===== config.mk =====
export PLATFORM = sky130hd
export DESIGN_NAME = mux_adc_scan_sequencer_core_flat
export DESIGN_NICKNAME = d
export VERILOG_FILES = /design/src/hdl/mads_pkg.sv /design/src/hdl/mads_if.sv /design/src/hdl/mads_store.sv /design/src/hdl/mux_adc_scan_sequencer_core.sv /design/src/flat_wrapper.sv
export SDC_FILE = /design/constraint.sdc
export NUM_CORES = 1
export LEC_CHECK = 0
export BUFFER_PORTS_ARGS = -buffer_cell sky130_fd_sc_hd__buf_2
export CORE_MARGIN = 1
export CORE_UTILIZATION = 30
export CTS_CLUSTER_DIAMETER = 40
export DETAILED_ROUTE_END_ITERATION = 8
export GPL_TIMING_DRIVEN = 0
export HOLD_SLACK_MARGIN = 0.15
export PLACE_DENSITY = 0.42
export SYNTH_ARGS = -nofsm -noshare
export SYNTH_HDL_FRONTEND = slang
export SYNTH_SLANG_ARGS = --single-unit

===== constraint.sdc =====
create_clock -name clk_i -period 5.1 [get_ports clk_i]
set_clock_uncertainty 0.15 [all_clocks]
set_input_delay 1.02 -clock clk_i [delete_from_list [all_inputs] [get_ports clk_i]]
set_output_delay 1.02 -clock clk_i [all_outputs]
set_load 0.01 [all_outputs]

===== src/hdl/mads_pkg.sv =====
// ----------------------------------------------------------------------------
// mads_pkg
// Shared widths, phase encoding and store port types for the mux ADC scanner.
// ----------------------------------------------------------------------------
package mads_pkg;

  localparam int unsigned ChanW   = 3;
  localparam int unsigned SampleW = 16;
  localparam int unsigned TimeW   = 32;
  localparam int unsigned SettleW = 8;

  localparam logic [SettleW-1:0] SettleReset = 8'd1;

  typedef enum logic [1:0] {
    PhSelect  = 2'd0,
    PhSettle  = 2'd1,
    PhDummy   = 2'd2,
    PhConvert = 2'd3
  } phase_e;

  typedef struct packed {
    logic               en;
    logic [ChanW-1:0]   idx;
    logic [SampleW-1:0] data;
  } store_wr_t;

  typedef struct packed {
    logic [SampleW-1:0] value;
    logic               valid;
  } store_rd_t;

endpackage


===== src/hdl/mads_if.sv =====
// ----------------------------------------------------------------------------
// mads_if
// Valid/ready channels for poll step items and scanner result items.
// ----------------------------------------------------------------------------
interface mads_in_if;
  logic                        valid;
  logic                        ready;
  logic [mads_pkg::TimeW-1:0]   now_ms;
  logic                        start_accepted;
  logic                        conversion_ready;
  logic [mads_pkg::SampleW-1:0] sample;
  logic [mads_pkg::ChanW-1:0]   query_index;

  modport source (
    output valid, now_ms, start_accepted, conversion_ready, sample, query_index,
    input  ready
  );
  modport sink (
    input  valid, now_ms, start_accepted, conversion_ready, sample, query_index,
    output ready
  );
endinterface

interface mads_out_if;
  logic                        valid;
  logic                        ready;
  logic [mads_pkg::ChanW-1:0]   mux_select;
  logic                        start_request;
  logic                        stop_request;
  logic                        stored;
  logic [mads_pkg::SampleW-1:0] query_value;
  logic                        query_valid;

  modport source (
    output valid, mux_select, start_request, stop_request, stored, query_value,
           query_valid,
    input  ready
  );
  modport sink (
    input  valid, mux_select, start_request, stop_request, stored, query_value,
           query_valid,
    output ready
  );
endinterface


===== src/hdl/mads_store.sv =====
// ----------------------------------------------------------------------------
// mads_store
// Per-channel sample store with valid mask; unwritten entries read as zero.
// ----------------------------------------------------------------------------
module mads_store #(
  parameter int unsigned POT_COUNT = 6
) (
  input  logic                           clk_i,
  input  logic                           rst_ni,
  input  mads_pkg::store_wr_t             wr_i,
  input  logic [mads_pkg::ChanW-1:0]      rd_idx_i,
  output mads_pkg::store_rd_t             rd_o
);

  localparam int unsigned IdxW = (POT_COUNT > 1) ? $clog2(POT_COUNT) : 1;

  logic [mads_pkg::SampleW-1:0] value_q [POT_COUNT];
  logic [POT_COUNT-1:0]         valid_q;
  logic                         in_range;
  logic [IdxW-1:0]              rd_idx;
  logic [IdxW-1:0]              wr_idx;

  assign rd_idx   = rd_idx_i[IdxW-1:0];
  assign wr_idx   = wr_i.idx[IdxW-1:0];
  assign in_range = {1'b0, rd_idx_i} < (mads_pkg::ChanW + 1)'(POT_COUNT);

  always_ff @(posedge clk_i or negedge rst_ni) begin
    if (!rst_ni) begin
      valid_q <= '0;
    end else if (wr_i.en) begin
      valid_q[wr_idx] <= 1'b1;
    end
  end

  always_ff @(posedge clk_i) begin
    if (wr_i.en) begin
      value_q[wr_idx] <= wr_i.data;
    end
  end

  always_comb begin
    rd_o = '0;
    if (in_range && valid_q[rd_idx]) begin
      rd_o.value = value_q[rd_idx];
      rd_o.valid = 1'b1;
    end
  end

endmodule


===== src/hdl/mux_adc_scan_sequencer_core.sv =====
// ----------------------------------------------------------------------------
// mux_adc_scan_sequencer_core
// Four-phase mux ADC channel scanner, one poll step item in, one result out.
// ----------------------------------------------------------------------------
//  channel   dir  handshake     payload
//  in_chan   in   valid/ready   now_ms, start_accepted, conversion_ready,
//                               sample, query_index
//  out_chan  out  valid/ready   mux_select, start_request, stop_request,
//                               stored, query_value, query_valid
//  cfg       in   settle_ms_we_i settle_ms_i
//
//  One item per cycle while out_chan takes results; its result is in the output register on the next cycle.
//  Phase, channel and store update at the edge the item is accepted.
//  in_chan.ready is high while the output register is empty or being taken.
//  Reset: select phase, channel 0, valid mask cleared (store data not reset), settle 1 ms.
// ----------------------------------------------------------------------------
module mux_adc_scan_sequencer_core #(
  parameter int unsigned POT_COUNT = 6
) (
  input  logic                           clk_i,
  input  logic                           rst_ni,
  mads_in_if.sink                        in_chan,
  mads_out_if.source                     out_chan,
  input  logic                           settle_ms_we_i,
  input  logic [mads_pkg::SettleW-1:0]   settle_ms_i
);

  localparam int unsigned CntW = mads_pkg::ChanW + 1;

  logic [mads_pkg::SettleW-1:0] settle_ms_q;
  mads_pkg::phase_e             phase_q, phase_d;
  logic [mads_pkg::ChanW-1:0]   channel_q, channel_d;
  logic [mads_pkg::TimeW-1:0]   settle_start_q, settle_start_d;
  logic [mads_pkg::ChanW-1:0]   mux_q, mux_d;

  logic                         accept;
  logic [mads_pkg::TimeW-1:0]   elapsed;
  logic                         settled;
  logic [CntW-1:0]              chan_inc;
  logic [mads_pkg::ChanW-1:0]   chan_next;
  logic                         start_req, stop_req, stored;
  mads_pkg::store_wr_t          wr;
  mads_pkg::store_rd_t          rd;

  logic                         out_valid_q;
  logic [mads_pkg::ChanW-1:0]   out_mux_q;
  logic                         out_start_q, out_stop_q, out_stored_q;
  logic [mads_pkg::SampleW-1:0] out_qval_q;
  logic                         out_qvalid_q;

  assign in_chan.ready = !out_valid_q || out_chan.ready;
  assign accept        = in_chan.valid && in_chan.ready;

  assign elapsed   = in_chan.now_ms - settle_start_q;
  assign settled   = elapsed >= {{(mads_pkg::TimeW - mads_pkg::SettleW){1'b0}}, settle_ms_q};
  assign chan_inc  = {1'b0, channel_q} + CntW'(1);
  assign chan_next = (chan_inc >= CntW'(POT_COUNT)) ? '0 : chan_inc[mads_pkg::ChanW-1:0];

  // next state
  always_comb begin
    phase_d        = phase_q;
    channel_d      = channel_q;
    settle_start_d = settle_start_q;
    mux_d          = mux_q;
    case (phase_q)
      mads_pkg::PhSelect: begin
        mux_d          = channel_q;
        settle_start_d = in_chan.now_ms;
        phase_d        = mads_pkg::PhSettle;
      end
      mads_pkg::PhSettle: begin
        if (settled && in_chan.start_accepted) begin
          phase_d = mads_pkg::PhDummy;
        end
      end
      mads_pkg::PhDummy: begin
        if (in_chan.conversion_ready) begin
          phase_d = in_chan.start_accepted ? mads_pkg::PhConvert : mads_pkg::PhSelect;
        end
      end
      mads_pkg::PhConvert: begin
        if (in_chan.conversion_ready) begin
          channel_d = chan_next;
          phase_d   = mads_pkg::PhSelect;
        end
      end
      default: begin
        phase_d = mads_pkg::PhSelect;
      end
    endcase
  end

  // step outputs
  always_comb begin
    start_req = 1'b0;
    stop_req  = 1'b0;
    stored    = 1'b0;
    case (phase_q)
      mads_pkg::PhSelect: begin
      end
      mads_pkg::PhSettle: begin
        start_req = settled;
      end
      mads_pkg::PhDummy: begin
        start_req = in_chan.conversion_ready;
        stop_req  = in_chan.conversion_ready;
      end
      mads_pkg::PhConvert: begin
        stop_req = in_chan.conversion_ready;
        stored   = in_chan.conversion_ready;
      end
      default: begin
      end
    endcase
  end

  assign wr.en   = accept && stored;
  assign wr.idx  = channel_q;
  assign wr.data = in_chan.sample;

  mads_store #(
    .POT_COUNT (POT_COUNT)
  ) u_store (
    .clk_i    (clk_i),
    .rst_ni   (rst_ni),
    .wr_i     (wr),
    .rd_idx_i (in_chan.query_index),
    .rd_o     (rd)
  );

  always_ff @(posedge clk_i or negedge rst_ni) begin
    if (!rst_ni) begin
      settle_ms_q <= mads_pkg::SettleReset;
    end else if (settle_ms_we_i) begin
      settle_ms_q <= settle_ms_i;
    end
  end

  always_ff @(posedge clk_i or negedge rst_ni) begin
    if (!rst_ni) begin
      phase_q        <= mads_pkg::PhSelect;
      channel_q      <= '0;
      settle_start_q <= '0;
      mux_q          <= '0;
    end else if (accept) begin
      phase_q        <= phase_d;
      channel_q      <= channel_d;
      settle_start_q <= settle_start_d;
      mux_q          <= mux_d;
    end
  end

  always_ff @(posedge clk_i or negedge rst_ni) begin
    if (!rst_ni) begin
      out_valid_q <= 1'b0;
    end else if (in_chan.ready) begin
      out_valid_q <= in_chan.valid;
    end
  end

  always_ff @(posedge clk_i) begin
    if (accept) begin
      out_mux_q    <= mux_d;
      out_start_q  <= start_req;
      out_stop_q   <= stop_req;
      out_stored_q <= stored;
      out_qval_q   <= rd.value;
      out_qvalid_q <= rd.valid;
    end
  end

  assign out_chan.valid         = out_valid_q;
  assign out_chan.mux_select    = out_mux_q;
  assign out_chan.start_request = out_start_q;
  assign out_chan.stop_request  = out_stop_q;
  assign out_chan.stored        = out_stored_q;
  assign out_chan.query_value   = out_qval_q;
  assign out_chan.query_valid   = out_qvalid_q;

  a_channel_range: assert property (@(posedge clk_i) disable iff (!rst_ni)
    {1'b0, channel_q} < CntW'(POT_COUNT))
    else $error("channel out of range");

  a_select_to_settle: assert property (@(posedge clk_i) disable iff (!rst_ni)
    accept && phase_q == mads_pkg::PhSelect |=> phase_q == mads_pkg::PhSettle)
    else $error("select did not move to settle");

  a_store_to_select: assert property (@(posedge clk_i) disable iff (!rst_ni)
    wr.en |=> phase_q == mads_pkg::PhSelect && channel_q != $past(channel_q)
              || POT_COUNT == 1)
    else $error("store did not advance channel");

  a_stored_result: assert property (@(posedge clk_i) disable iff (!rst_ni)
    wr.en |=> out_chan.valid && out_chan.stored && out_chan.stop_request)
    else $error("stored item lost from result");

  a_hold_state: assert property (@(posedge clk_i) disable iff (!rst_ni)
    !accept |=> $stable(phase_q) && $stable(channel_q))
    else $error("state changed without an item");

endmodule

===== src/flat_wrapper.sv =====
// flat-port wrapper written by rule: the top's interface ports become plain ports
module mux_adc_scan_sequencer_core_flat 
#(
  parameter int unsigned POT_COUNT = 6
)
  (clk_i, rst_ni, settle_ms_we_i, settle_ms_i, in_chan_valid, in_chan_now_ms, in_chan_start_accepted, in_chan_conversion_ready, in_chan_sample, in_chan_query_index, in_chan_ready, out_chan_valid, out_chan_mux_select, out_chan_start_request, out_chan_stop_request, out_chan_stored, out_chan_query_value, out_chan_query_valid, out_chan_ready);
  mads_in_if in_chan_i ();
  mads_out_if out_chan_i ();
  input  logic clk_i;
  input  logic rst_ni;
  input  logic settle_ms_we_i;
  input  logic [mads_pkg::SettleW-1:0] settle_ms_i;
  input wire logic [$bits(in_chan_i.valid)-1:0] in_chan_valid;
  input wire logic [$bits(in_chan_i.now_ms)-1:0] in_chan_now_ms;
  input wire logic [$bits(in_chan_i.start_accepted)-1:0] in_chan_start_accepted;
  input wire logic [$bits(in_chan_i.conversion_ready)-1:0] in_chan_conversion_ready;
  input wire logic [$bits(in_chan_i.sample)-1:0] in_chan_sample;
  input wire logic [$bits(in_chan_i.query_index)-1:0] in_chan_query_index;
  output wire logic [$bits(in_chan_i.ready)-1:0] in_chan_ready;
  output wire logic [$bits(out_chan_i.valid)-1:0] out_chan_valid;
  output wire logic [$bits(out_chan_i.mux_select)-1:0] out_chan_mux_select;
  output wire logic [$bits(out_chan_i.start_request)-1:0] out_chan_start_request;
  output wire logic [$bits(out_chan_i.stop_request)-1:0] out_chan_stop_request;
  output wire logic [$bits(out_chan_i.stored)-1:0] out_chan_stored;
  output wire logic [$bits(out_chan_i.query_value)-1:0] out_chan_query_value;
  output wire logic [$bits(out_chan_i.query_valid)-1:0] out_chan_query_valid;
  input wire logic [$bits(out_chan_i.ready)-1:0] out_chan_ready;
  assign in_chan_i.valid = in_chan_valid;
  assign in_chan_i.now_ms = in_chan_now_ms;
  assign in_chan_i.start_accepted = in_chan_start_accepted;
  assign in_chan_i.conversion_ready = in_chan_conversion_ready;
  assign in_chan_i.sample = in_chan_sample;
  assign in_chan_i.query_index = in_chan_query_index;
  assign in_chan_ready = in_chan_i.ready;
  assign out_chan_valid = out_chan_i.valid;
  assign out_chan_mux_select = out_chan_i.mux_select;
  assign out_chan_start_request = out_chan_i.start_request;
  assign out_chan_stop_request = out_chan_i.stop_request;
  assign out_chan_stored = out_chan_i.stored;
  assign out_chan_query_value = out_chan_i.query_value;
  assign out_chan_query_valid = out_chan_i.query_valid;
  assign out_chan_i.ready = out_chan_ready;
  mux_adc_scan_sequencer_core #(.POT_COUNT(POT_COUNT)) u_core (.clk_i(clk_i), .rst_ni(rst_ni), .in_chan(in_chan_i), .out_chan(out_chan_i), .settle_ms_we_i(settle_ms_we_i), .settle_ms_i(settle_ms_i));
endmodule

==> results of run 1 <==
power by group through the flow:
stage / Sequential, mW / Combinational [mW] / Clock [mW]
after floorplan: 1.84 / 1.68 / 0
after global placement: 1.85 / 2.25 / 0
after detailed placement: 1.86 / 2.25 / 0
after CTS: 1.82 / 2.27 / 1.46
after global routing: 1.85 / 2.54 / 1.52
final: 1.82 / 2.24 / 1.41
flip-flops by register name (all words and copies together), names as in the netlist, 2 cells and up:
signal	cells
u_core.u_store.value_q	96
u_core.settle_start_q	32
u_core.out_chan.query_value	16
u_core.settle_ms_q	8
u_core.u_store.valid_q	6
u_core.channel_q	3
u_core.mux_q	3
u_core.out_chan.mux_select	3
u_core.phase_q	2
worst min-delay path by stage:
stage,startpoint,endpoint,slack (ps),cells after the start
2_1_floorplan,u_core.u_store.valid_q[4]$_DFFE_PN0P_,u_core.u_store.valid_q[4]$_DFFE_PN0P_,280,1
3_3_place_gp,u_core.u_store.valid_q[1]$_DFFE_PN0P_,u_core.u_store.valid_q[1]$_DFFE_PN0P_,300,1
3_5_place_dp,u_core.u_store.valid_q[4]$_DFFE_PN0P_,u_core.u_store.valid_q[4]$_DFFE_PN0P_,300,1
4_1_cts,u_core.u_store.valid_q[4]$_DFFE_PN0P_,u_core.u_store.valid_q[4]$_DFFE_PN0P_,320,1
5_1_grt,u_core.u_store.valid_q[4]$_DFFE_PN0P_,u_core.u_store.valid_q[4]$_DFFE_PN0P_,340,1
6_report,u_core.u_store.valid_q[4]$_DFFE_PN0P_,u_core.u_store.valid_q[4]$_DFFE_PN0P_,320,1
cell families after synthesis:
group / count (synthesis)
buffers and inverters: 86
and+or+nand+nor: 176
DFF: 174
xor gates and xnor gates: 19
muxes: 76
adders and majority gates: 46
AOI/OAI and AO/OA: 168
metal layers:
| metal | global-route usage, % | routed length (um) |
|---|---|---|
| met1 | 20.11 | 10410 |
| met2 | 24.29 | 10690 |
| met3 | 3.359 | 732 |
| met4 | 2.609 | 90 |
| met5 | 0 | 0 |
critical path, stage by stage:
cell and delay [ps]:
buf_2 90, inv_1 40, ha_1 210, fa_1 390, nand2b_1 180, a21oi_1 330, nor2_1 140, xnor2_1 210
ha_1 280, a21o_1 190, a221o_1 300, a211oi_2 160, o2111ai_1 170, nor4_2 240, o2111ai_1 160, and4bb_4 430
mux2_4 310, nand2_2 50
layout make-up:
type / instances / area share (%)
clock buffers: 17 / 3.948
diodes: 1 / 0.02323
multi-input cells: 485 / 35.59
plain buffers: 34 / 1.382
clock inverters: 15 / 2.137
flip-flops and latches: 174 / 45.95
inverters: 52 / 1.812
repair buffers: 94 / 4.622
well taps: 390 / 4.529
stage by stage:
| step | area [um2] | setup slack (ps) | utilization (%) |
|---|---|---|---|
| final | 10770 | 439.8 | 36.16 |
| after global routing | 10770 | 193.4 | 36.15 |
| after CTS | 10770 | 417.3 | 36.15 |
| after detailed placement | 10120 | -54.45 | 33.95 |
| after global placement | 10030 | -2399 | 33.68 |
| after floorplan | 9111 | 365.7 | - |
cell usage in the layout, fill, tap and decap left out, types with 29 or more instances in the layout:
cell type	synthesis	routed
edfxtp_1	119	119
buf_2	9	95
dfrtp_1	54	54
inv_1	52	52
nand2_1	46	46
ha_1	45	45
nor2_1	44	44
a21oi_1	40	40
mux2_2	38	38
o21ai_0	29	29
==> out/metrics.cfg, run 1 <==
[status]
outcome = completed

[power]
ir_worst_vdd_mv = 0.2220
pwr-share-seq_pct = 33.3
combPwrFrac_pct = 40.9
p_per_area_nw_per_um2 = 508.6
netSwitchingPower_mw = 2.127
swShare_pct = 38.82
clkPwrFrac_pct = 25.8
internal-power_mw = 3.353
power_leakage_nw = 4.329
finalPower_mw = 5.480

[yosys]
synth_area_per_cell_um2 = 12.23
synth_top_area_share_pct = 39.22
seq_area_frac_synth_pct = 54.34
ys_top_cells_by_area = edfxtp_1 39%, dfrtp_1 15%, ha_1 6.2%
synth-seq-cells = 174
syn_area_um2 = 9111
synth_xor_area_share_pct = 1.826
synth_mux_area_share_pct = 11.26
synthCells = 745
yosys_warnings = 0
synth.distinct_cells = 68
synth-async-reset-ratio_pct = 31.61
ys_top_cells_by_count = 119 x edfxtp_1, 54 x dfrtp_1, 52 x inv_1
synth_simple_gate_area_share_pct = 9.778
synth_edf_count = 119
synth-main-ff-cell = edfxtp_1
synth_top_cell_by_area = edfxtp_1
synth_top_family_by_area = compound AO/OA/AOI/OAI gates
synth_nets = 857
synth-adder-area-share_pct = 6.399
synth_compound_area_share_pct = 12.63
yosysMostFrequentCell = edfxtp_1

[place]
dp.cells = 1229
port_buffers = 87
place_hpwl_um = 15710
place_congestion = 0.7847

[layout]
layout.cells.non_filler = 1262
fill_cells = 2986
nNetsFinal = 970
ff_latch_area_um2 = 4951
syn2layout_area_growth_pct = 18.25
drive_above_1_share_pct = 24.80
multi_input_area_um2 = 3835

[die]
die_area_um2 = 31070
initial_core_util_pct = 30.58
dieWidth_um = 176.3
coreArea_um2 = 29800
fp.dieH_um = 176.3
core.rowCount = 63
io_pins = 91

[route]
detail-route-antenna-nets = 0
wl_um = 21920
via_count = 6062
first_iter_violations = 347
first_pass_iters = 4
post_drt_via_cell_ratio = 4.803
drc = 0
wl_per_cell_um = 17.37

[setup_path]
arrival_ps = 4900
crit_path_end = u_core.phase_q[0]$_DFFE_PN0P_
r2r_slack_ps = 780
crit_fanout = 4
reg2reg_to = u_core.phase_q[0]$_DFFE_PN0P_
crit_path_start = in_chan_now_ms[0]
worst-setup-path-type = primary input to flop
r2r-start = u_core.settle_start_q[0]$_DFFE_PN0P_
start_kind = primary input
reg2regPathDepth = 16
cp-end-kind = flop
crit_required_ps = 5330

[clock_network]
htree_levels = 4
clock_path_buffers = 2
clkTransAtPathRegs_ps = 90
ctsResizeCount = 0
cts_setup_buffers = 0
hold_buffers = 0
cts_tree = done
clock_latency_ps = 440
clock-sinks = 174
root_buffer = clkbuf_16
numCtsBuffers = 17

[timing]
finalWorstPathRequiredPeriod_ps = 4660
hold_ws_ps = 315.9
rsz0062_at_grt = false
hold_viol_final = 0
relSlewSlack_pct = 26.76
period_share_pct = 91.38
max_freq_ghz = 0.2146
slew_viol_final = 0
worst_pin_slew_ps = 1099
setup_viol = 0
tns_ps = 0

[global_route]
grt_pass1_wl_um = 34690
grt_pass1_vias = 6079
track_usage_pct = 14.82
grt_max_degree = 56
grt_overflow_total = 0
antenna_found_initial = 1

[job]
drv_cap = 0

[worst_hold_path]
hp-class = flop to flop

Note: power is estimated with default switching activity, not from simulation.
==> inputs of run 2 (changes only) <==
Clock period 5.1 ns to 4.8 ns, I/O delays scaled along.
==> run 2 against run 1 <==
Effect of this change:
- first-iteration DRC count is 9.2% higher
- flip-flop and latch count stayed put
- critical path depth stayed put
- combinational power is 7% higher
- worst hold slack hardly changed
- critical endpoint unchanged
- wire length is 0.24% lower
- clock power is 6% higher
- die area stayed put
- cell count stayed put
- clock-buffer cell count stayed put
- worst setup slack worse by 130 ps
==> out/metrics.cfg, run 2 (synthesized netlist as in run 1, its figures left out) <==
[power]
ir_worst_vdd_mv = 0.2354  ; +6.0%
p_per_area_nw_per_um2 = 540.4  ; +6.2%
power_leakage_nw = 4.328  ; about the same

[job]
drv_cap = 0  ; unchanged

[timing]
period_share_pct = 93.53
relSlewSlack_pct = 28.34  ; +1.6 points
setup_viol = 0  ; unchanged
worst_pin_slew_ps = 1075  ; -23.72 ps
hold_viol_final = 0  ; unchanged
finalWorstPathRequiredPeriod_ps = 4489
slew_viol_final = 0  ; unchanged
rsz0062_at_grt = false
max_freq_ghz = 0.2228
hold_ws_ps = 315.9  ; -0.007000 ps

[route]
first_iter_violations = 379  ; +9.2%
met3_length_um = 761  ; +4.0%
drc = 0  ; unchanged
first_pass_iters = 5  ; +1
top_layer = met4
wl_per_cell_um = 17.33  ; -0.24%
met2_length_um = 10700  ; +0.12%
post_drt_via_cell_ratio = 4.818  ; +0.30%
via_count = 6080  ; +0.30%
detail-route-antenna-nets = 0  ; unchanged
met1_length_um = 10320  ; -0.86%
wl_um = 21870  ; -0.24%

[layout]
final_cell_area_um2 = 10780  ; about the same
ff_latch_area_um2 = 4951  ; unchanged
final_common_cell = edfxtp_1
drive_above_1_share_pct = 24.91  ; +0.11 points
syn2layout_area_growth_pct = 18.29  ; about the same
top_register = u_core.u_store.value_q
nNetsFinal = 970  ; unchanged
final_cell_mix = 119 x edfxtp_1, 95 x buf_2, 54 x dfrtp_1
largest_register_ffs = 96  ; unchanged
utilization_pct = 36.17  ; about the same
multi_input_area_um2 = 3839  ; about the same
fill_cells = 2984  ; -0.067%

[die]
dieWidth_um = 176.3  ; unchanged
initial_core_util_pct = 30.58  ; unchanged
coreArea_um2 = 29800  ; unchanged
die_area_um2 = 31070  ; unchanged
io_pins = 91  ; unchanged
core.rowCount = 63  ; unchanged
fp.dieH_um = 176.3  ; unchanged

[global_route]
antenna_found_initial = 1  ; unchanged
track_usage_pct = 14.82  ; unchanged
grt_pass1_vias = 6079  ; unchanged
grt_pass1_wl_um = 34690  ; unchanged
grt_max_degree = 56  ; unchanged
grt_overflow_total = 0  ; unchanged

[place]
place_congestion = 0.7847  ; unchanged
port_buffers = 87  ; unchanged
place_hpwl_um = 15710  ; unchanged
placed_area_um2 = 10120  ; unchanged

[status]
outcome = completed

[setup_path]
critPathTopFamily = compound AO/OA/AOI/OAI gates
reg2reg_to = u_core.phase_q[0]$_DFFE_PN0P_
path_buf_inv = 2  ; unchanged
arrival_ps = 4720  ; -180 ps
r2r-start = u_core.settle_start_q[0]$_DFFE_PN0P_
cp-end-kind = flop
cp_cell_sequence = buf_2 -> inv_1 -> ha_1 -> fa_1 -> nand2b_1 -> a21oi_2 -> nor2_1 -> xnor2_1 -> ha_1 -> a21o_1 -> a221o_1 -> a211oi_2 -> o2111ai_1 -> nor4_2 -> o2111ai_1 -> and4bb_4 -> mux2_4 -> nand2_2
crit_fanout = 4  ; unchanged
crit_path_start = in_chan_now_ms[0]
crit_required_ps = 5030  ; -300 ps
worst-setup-path-type = primary input to flop
start_kind = primary input
cp_slowest_cell = and4bb_4
slowest_delay_ps = 430  ; about the same
r2r_slack_ps = 590  ; -190 ps
reg2regPathDepth = 16  ; unchanged

[clock_network]
numCtsBuffers = 17  ; unchanged
root_buffer = clkbuf_16
clock-sinks = 174  ; unchanged
clock_latency_ps = 440  ; about the same
clkTransAtPathRegs_ps = 90  ; about the same
cts_tree = done
hold_buffers = 0  ; unchanged
htree_levels = 4  ; unchanged
clock_path_buffers = 2  ; unchanged

[worst_hold_path]
hold_depth = 1  ; unchanged
hp-class = flop to flop
hp-start = u_core.u_store.valid_q[4]$_DFFE_PN0P_
hold_end = u_core.u_store.valid_q[4]$_DFFE_PN0P_

## run 2: cell counts in the layout (fill, tap and decap cells not counted)
No cell type changed its count.
## run 2: worst register-to-register path, delay by kind of cell (launching register included)
family	cells	cell delay (ps)
AO/OA/AOI/OAI	6	1220
multiplexers	1	320
AND/OR/NAND/NOR	5	1040
XOR/XNOR	1	200
adder cells (fa/ha/maj)	3	870
flip-flops	1	390
## run 2: metal layers
metal	vias up	track usage (%)
met5	-	0
met4	0	2.609
met3	4	3.359
met2	108	24.29
met1	2952	20.11
li1	3016	-
## run 2: power breakdown
part	internal, mW	switching (mW)
combinational	0.992	1.39
sequential	1.83	0.110
clock	0.745	0.757
total	3.56	2.26
## run 2: per-stage QoR
step / setup WS, ps / setup TNS (ps) / std cells / power [mW]
final: 310.7 / 0 / 1262 / 5.824
after global placement: -2639 / -116610 / 1222 / 4.358
after floorplan: 125.7 / 0 / 745 / 3.744
after detailed placement: -294.5 / -752.2 / 1229 / 4.363
after CTS: 177.3 / 0 / 1261 / 5.900
after global routing: 82.09 / 0 / 1261 / 6.277
## run 2: repair_timing
item,CTS,global route
buffers inserted,0,0
hold endpoints to repair,0,0
endpoints found under the setup margin,0,2
resized for setup,0,1
## run 2: final cells by class
type / instances / share of cell area [%]
diodes: 1 / 0.02322
plain buffers: 34 / 1.381
clock buffers: 17 / 3.947
clock inverters: 15 / 2.136
inverters: 52 / 1.811
multi-input cells: 485 / 35.62
flip-flops and latches: 174 / 45.94
well taps: 390 / 4.528
repair buffers: 94 / 4.620
## run 2: worst max path at each step
stage | to | slack (ps) | cells after the start
4_1_cts | u_core.phase_q[0]$_DFFE_PN0P_ | 180 | 18
3_3_place_gp | u_core.u_store.valid_q[0]$_DFFE_PN0P_ | -2640 | 7
2_1_floorplan | u_core.u_store.value_q[0][0]$_DFFE_PP_ | 130 | 5
6_report | u_core.phase_q[0]$_DFFE_PN0P_ | 310 | 18
5_1_grt | u_core.out_chan.start_request$_DFFE_PP_ | 80 | 18
3_5_place_dp | u_core.out_chan.start_request$_DFFE_PP_ | -290 | 18
